==> config.mk <==
export PLATFORM = sky130hd
export DESIGN_NAME = fct_ram
export DESIGN_NICKNAME = d
export VERILOG_FILES = /design/src/rtl/core/flow_counter_table_defines.svh /design/src/rtl/core/fct_ram.sv
export SDC_FILE = /design/constraint.sdc
export NUM_CORES = 1
export LEC_CHECK = 0
export BUFFER_PORTS_ARGS = -buffer_cell sky130_fd_sc_hd__buf_2
export CELL_PAD_IN_SITES_DETAIL_PLACEMENT = 1
export CELL_PAD_IN_SITES_GLOBAL_PLACEMENT = 1
export CORE_MARGIN = 5
export CORE_UTILIZATION = 40
export DETAILED_ROUTE_END_ITERATION = 10
export HOLD_SLACK_MARGIN = 0.06
export PLACE_DENSITY_LB_ADDON = 0.1
export SETUP_SLACK_MARGIN = 0.05
export SLEW_MARGIN = 5
export SYNTH_ARGS = -nofsm -noshare
export SYNTH_HDL_FRONTEND = slang
export SYNTH_SLANG_ARGS = --single-unit
==> constraint.sdc <==
create_clock -name clk -period 1.65 [get_ports clk]
set_input_delay 0 -clock clk [delete_from_list [all_inputs] [get_ports clk]]
set_output_delay 0 -clock clk [all_outputs]
set_load 0.01 [all_outputs]
==> src/rtl/core/flow_counter_table_defines.svh <==
// Assertion macros shared by the RTL.
`ifndef FLOW_COUNTER_TABLE_DEFINES_SVH
`define FLOW_COUNTER_TABLE_DEFINES_SVH

// Condition holds in the same cycle.
`define FCT_ASSERT_NOW(lbl, pre, post, msg) \
    lbl: assert property (@(posedge clk) disable iff (!rst_n) (pre) |-> (post)) \
        else $error(msg);

// Condition holds in the next cycle.
`define FCT_ASSERT_NEXT(lbl, pre, post, msg) \
    lbl: assert property (@(posedge clk) disable iff (!rst_n) (pre) |=> (post)) \
        else $error(msg);

`endif

==> src/rtl/core/fct_ram.sv <==
`timescale 1ns / 1ps
module fct_ram #(
    parameter int W = 8,
    parameter int D = 16
) (
    input  logic                 clk,
    input  logic                 we,
    input  logic [$clog2(D)-1:0] waddr,
    input  logic [W-1:0]         wdata,
    input  logic [$clog2(D)-1:0] raddr,
    output logic [W-1:0]         rdata
);
    logic [W-1:0] mem [D];

    always_ff @(posedge clk)
    begin
        if (we)
        begin
            mem[waddr] <= wdata;
        end
        rdata <= mem[raddr];
    end
endmodule

==> results of run 1 <==
## per-layer routing
metal  global-route usage [%]  up-vias
met5                        0        -
met4                    7.059        0
met3                    4.163       16
met2                    24.80       64
met1                    23.13     1317
li1                         -     1102
## timing repair
item	in CTS	in global routing
setup endpoints to repair	0	0
hold endpoints to repair	128	0
setup buffers	0	0
hold buffers	8	0
## critical path, cell delays in order (launching register included)
cell,delay [ns]
edfxtp_1,0.38
mux4_2,0.52
a22oi_1,0.29
nand2_1,0.09
## cells in the final DEF, fill, tap and decap left out, types with 2 or more instances in the layout
| cell type | instances |
|---|---|
| clkbuf_1 | 4 |
| dlygate4sd3_1 | 8 |
| buf_12 | 2 |
| clkinv_1 | 3 |
| edfxtp_1 | 128 |
| buf_2 | 25 |
| a22oi_1 | 16 |
| bufinv_16 | 4 |
| nand3b_1 | 2 |
| nor2_1 | 13 |
| mux4_1 | 14 |
| clkbuf_8 | 2 |
| mux4_2 | 18 |
| nor3_1 | 4 |
| nand2_1 | 9 |
| buf_4 | 20 |
| clkbuf_16 | 17 |
| dfxtp_1 | 8 |
| clkinvlp_4 | 2 |
| nand2b_1 | 2 |
## where the power goes
group	leakage [nW]	switching, mW	internal (mW)	total, mW
clock	0.290	1.31	2.59	3.91
combinational	0.629	0.217	0.171	0.388
sequential	1.22	0.0222	3.86	3.89
total	2.14	1.55	6.63	8.18
## state kept, by name (all words and copies together), names as in the netlist
name,count
rdata,8
mem,128
## logic make-up (layout without fill, tap and decap cells)
group | after synthesis | in the layout | synth area share (%)
flops | 136 | 136 | 77.78
compound gates | 16 | 16 | 2.334
buf+inv | 10 | 87 | 1.677
mux | 32 | 32 | 15.02
simple gates | 35 | 35 | 3.184
## metrics by stage
step	total power [mW]	util (%)	instance area (um^2)
floorplan	4.158	-	5147
global placement	4.332	44.31	5592
detailed placement	4.340	44.31	5592
CTS	8.293	49.81	6286
global route	8.487	49.81	6286
finish	8.180	49.81	6286
## layout make-up
cell class                 count  area, um^2  area share, %
clock buffer                  23       467.9          7.444
clock inverter                 9       146.4          2.329
multi-input combinational     83        1057          16.82
sequential                   136        4004          63.69
tap                          172       215.2          3.424
timing repair buffer          55       395.4          6.290
## how the worst min path moves through the flow
stage | start | end | slack, ns | depth (start not counted)
floorplan | wdata[0] | mem[0][0] | 0.1 | 0
global placement | wdata[0] | mem[1][0] | 0.39 | 1
detailed placement | rdata[2] | rdata[2] | 0.40 | 1
CTS | raddr[2] | rdata[2] | 0.07 | 4
global route | raddr[2] | rdata[2] | 0.11 | 4
finish | raddr[2] | rdata[2] | 0.08 | 4
==> impl_metrics.toml, run 1 <==
[place]
place_ws_ns = 0.1836
dp_hpwl_um = 6855
dpl.cell_count = 438
port_buffers = 25
gp_congestion = 0.7154

[synth]
ys_seq_elements = 136
avgSynthCellArea_um2 = 22.48
syn_area_um2 = 5147
ys_async_sr_fraction_pct = 0
ys.flop_type = "edfxtp_1"
yosys.cell_count.top_type = "edfxtp_1"
yosysSeqAreaShare_pct = 77.78
synth_cells = 229
synth_cell_types = 19
synth_edf_count = 128
synth.top_cells.by_area = "edfxtp_1 (75%), mux4_2 (7.9%), mux4_1 (7.1%)"
yosysTopAreaCellShare_pct = 74.67
syn_nets = 247
ys_warn_count = 0
yosysTopAreaCell = "edfxtp_1"
synth_common_cells = "edfxtp_1 (128), mux4_2 (18), a22oi_1 (16), mux4_1 (14), nor2_1 (13)"

[worst_setup_path]
cp-end-kind = "register"
path_class = "register to register"
crit_arrival_ns = 1.68
required_ns = 1.95
r2r_cells = 3
crit_path_max_fanout = 1
crit_end = "rdata[4]"
critPathLaunch = "mem[7][4]"
r2r-end = "rdata[4]"
reg2reg_slack_ns = 0.26
r2r-start = "mem[7][4]"
critPathLaunchType = "register"

[global_routing]
antenna_found_initial = 0
grt_pass1_vias = 2758
grtUsageTotal_pct = 16.57
grt_pass1_wl_um = 17220
grt_max_degree = 33
globalRouteOverflowTotal = 0

[final_layout]
fillerInstances = 1158
area_growth_pct = 22.12
layout-drive-gt1-share_pct = 29.74
antenna_cells = 0
fin_nets = 311
stdcell_count = 478

[clock_tree]
numCtsBuffers = 17
clk_latency_ns = 0.41
cts_root_buf = "clkbuf_16"
ctsResizeCount = 0
clock_path_buffers = 2
htreeDepth = 4
cts_tree = "yes"
clk_pin_slew_ns = 0.05
cts_sinks = 136

[die]
start_util_pct = 40.79
die-height_um = 123.4
die_w_um = 123.4
io_pins = 26
core_area_um2 = 12620
die_area_um2 = 15240
row_count = 41

[worst_hold_path]
hold_class = "input pin to register"

[timing]
whs_ns = 0.07777
period_needed_ns = 1.385
worst_slew_pin_slew_ns = 0.5506
finalSetupViolCount = 0
finalCritPeriodShare_pct = 83.97
fin_ws_ns = 0.2646
hold_violations = 0
fmax_mhz = 721.8
grt_setup_unrepaired = "no"
max_slew_margin_pct = 63.16
slew_viol_final = 0
clock_skew_ns = 0.004124
fin_setup_tns_ns = 0

[power]
p_leak_nw = 2.143
p_per_area_nw_per_um2 = 1301
vdd_drop_max_uv = 617.2

[drt]
drc_errors = 0
totalWireLength_um = 11110
topRoutingLayerUsed = "met4"
wl_met3_um = 602
wl_met1_um = 5013
ant_nets = 0
drtIter0Drc = 192
met2_wirelength_um = 5312
post_drt_wl_per_cell_um = 23.25
avgViaCountPerCell = 5.228
drt_pass1_iterations = 4
num_vias = 2499

[run_status]
outcome = "finished, final reports clean"

[job]
max_cap_viol_count = 0
No activity file was read; power rests on OpenSTA's default activity.
==> inputs of run 2 (changes only) <==
Settings changed: ABC_AREA from default to 1.
Clock period 1.65 ns to 1.4 ns, I/O delays scaled along.
==> impl_metrics.toml, run 2 <==
[run_status]
outcome = "finished, final reports clean"

[drt]
drt_pass1_iterations = 5
ant_nets = 0
totalWireLength_um = 14860
post_drt_wl_per_cell_um = 18.65
num_vias = 3842
drtIter0Drc = 222
drc_errors = 0
avgViaCountPerCell = 4.821

[die]
row_count = 43
die-height_um = 130.1
die_area_um2 = 16920
core_area_um2 = 13990
die_w_um = 130.1
io_pins = 26
start_util_pct = 41.23

[clock_tree]
cts_root_buf = "clkbuf_16"
cts_sinks = 136
clock_path_buffers = 2
ctsResizeCount = 0
numCtsBuffers = 17
htreeDepth = 4
clk_latency_ns = 0.42
cts_tree = "yes"
clk_pin_slew_ns = 0.05

[worst_setup_path]
path_cells = "inv_1, nand2_1, nand3_1, nand3_1, nand3_1, nand2_1"
cp-end-kind = "register"
crit_path_max_fanout = 1
required_ns = 1.70
critPathSlowestCell = "edfxtp_1"
crit_family = "simple AND/OR/NAND/NOR gates"
max_stage_delay_ns = 0.37
path_class = "register to register"
path_buf_inv = 1
cp_common_cell = "nand3_1"
crit_arrival_ns = 1.34
critPathLaunchType = "register"
path_depth = 6
r2r_cells = 6

[global_routing]
grt_max_degree = 65
grt_pass1_vias = 4159
grtUsageTotal_pct = 19.26
antenna_found_initial = 0
grt_pass1_wl_um = 23420
globalRouteOverflowTotal = 0

[synth]
synth_edf_count = 128
yosysSeqAreaShare_pct = 69.43
ys_seq_elements = 136
avgSynthCellArea_um2 = 10.47
yosysTopAreaCell = "edfxtp_1"
syn_area_um2 = 5767
synth_cells = 551
synth_common_cells = "nand2_1 (173), edfxtp_1 (128), inv_1 (100), nand3_1 (97), nor2_1 (17)"
ys.flop_type = "edfxtp_1"
yosysTopAreaCellShare_pct = 66.65
yosys.cell_count.top_type = "nand2_1"
synth_cell_types = 12
syn_nets = 569
ys_warn_count = 0
synth.top_cells.by_area = "edfxtp_1 (67%), nand2_1 (11%), nand3_1 (8.4%)"
ys_async_sr_fraction_pct = 0

[final_layout]
postLayoutCellArea_um2 = 6879
largest_reg_flops = 128
antenna_cells = 0
reg.largest.list = "mem x128, rdata x8"
mostFrequentLayoutCell = "nand2_1"
largest_register = "mem"
layout-drive-gt1-share_pct = 12.80
area_growth_pct = 19.29
fin_nets = 622
stdcell_count = 797
layout_common_cells = "nand2_1 (173), edfxtp_1 (128), inv_1 (100), nand3_1 (97), buf_2 (25)"

[worst_hold_path]
hold-path-cell-count = 6
hold_class = "input pin to register"

[timing]
worst_slew_pin_slew_ns = 0.4376
finalCritPeriodShare_pct = 74.32
clock_skew_ns = 0.006432
finalSetupViolCount = 0
fin_ws_ns = 0.3595
grt_setup_unrepaired = "no"
fin_setup_tns_ns = 0
period_needed_ns = 1.041
slew_viol_final = 0
hold_violations = 0
max_slew_margin_pct = 70.83
fmax_mhz = 961.0

[place]
dpl.cell_count = 756
dp_hpwl_um = 9405
gp_congestion = 0.7608
port_buffers = 25
place_area_um2 = 6181
place_ws_ns = 0.2753

[power]
p_leak_nw = 2.994
p_per_area_nw_per_um2 = 1417
vdd_drop_max_uv = 835.8

[job]
max_cap_viol_count = 0
==> run 2: changes by cell type in the layout (fill, tap and decap cells not counted), sizes merged, moves of 2 or more <==
cell    delta
nand3     +96
buf        +2
nor2       +4
nand2    +164
mux4      -32
nor3       -4
clkinv     +2
a22oi     -16
nand2b     -2
inv      +102
==> run 2: final timing paths <==
check / startpoint / to / slack, ns
setup / recovery: mem[15][2] / rdata[2] / 0.36
hold / removal: raddr[1] / rdata[1] / 0.11
setup reg to reg: mem[15][2] / rdata[2] / 0.36
hold reg to reg: mem[2][3] / rdata[3] / 0.68
==> run 2: worst reg2reg max path: cells and delay by family (launching register included) <==
| family | cells | cell delay (ns) |
|---|---|---|
| and+or+nand+nor | 5 | 0.50 |
| DFF | 1 | 0.37 |
| buffers and inverters | 1 | 0.06 |
==> run 2: layout make-up <==
cell class / count / area [um^2]
Clock buffer: 23 / 488.0
Clock inverter: 9 / 120.1
Fill cell: 1573 / 7109
Inverter: 102 / 382.9
Multi-Input combinational cell: 289 / 1214
Sequential cell: 136 / 4004
Tap cell: 180 / 225.2
Timing Repair Buffer: 58 / 445.4
==> run 2: through the flow <==
step	utilization [%]	power [mW]	hold slack, ns
finish	49.18	9.749	0.1135
global route	49.18	10.15	0.1441
CTS	49.18	9.846	0.1219
detailed placement	44.19	5.273	0.4012
global placement	44.19	5.257	0.4037
floorplan	-	4.993	0.09887
==> run 2: kinds of logic after synthesis <==
kind of cell           count (synthesis)  synth area share [%]
AND/OR/NAND/NOR                      289                 21.05
buffers and inverters                126                 9.525
flip-flops                           136                 69.43
==> run 2: metal layers <==
| layer | vias to the layer above | routed length (um) | share of wire [%] | GRT usage [%] |
|---|---|---|---|---|
| met5 | - | 0 | 0 | 0 |
| met4 | 0 | 215 | 1.4 | 8.191 |
| met3 | 10 | 472 | 3.2 | 3.807 |
| met2 | 55 | 7486 | 50 | 31.83 |
| met1 | 1902 | 6689 | 45 | 24.79 |
| li1 | 1875 | - | - | - |
==> run 2: power by group <==
group          leakage [nW]  switching (mW)  internal [mW]  total, mW
Sequential             1.22          0.0297           4.55       4.58
Clock                 0.298            1.59           2.97       4.56
Combinational          1.47           0.415          0.196      0.611
==> run 2: repair_timing <==
action | in CTS | in global routing
setup endpoints to repair | 0 | 0
buffers inserted | 0 | 0
hold endpoints to repair | 136 | 0
hold buffers | 9 | 0
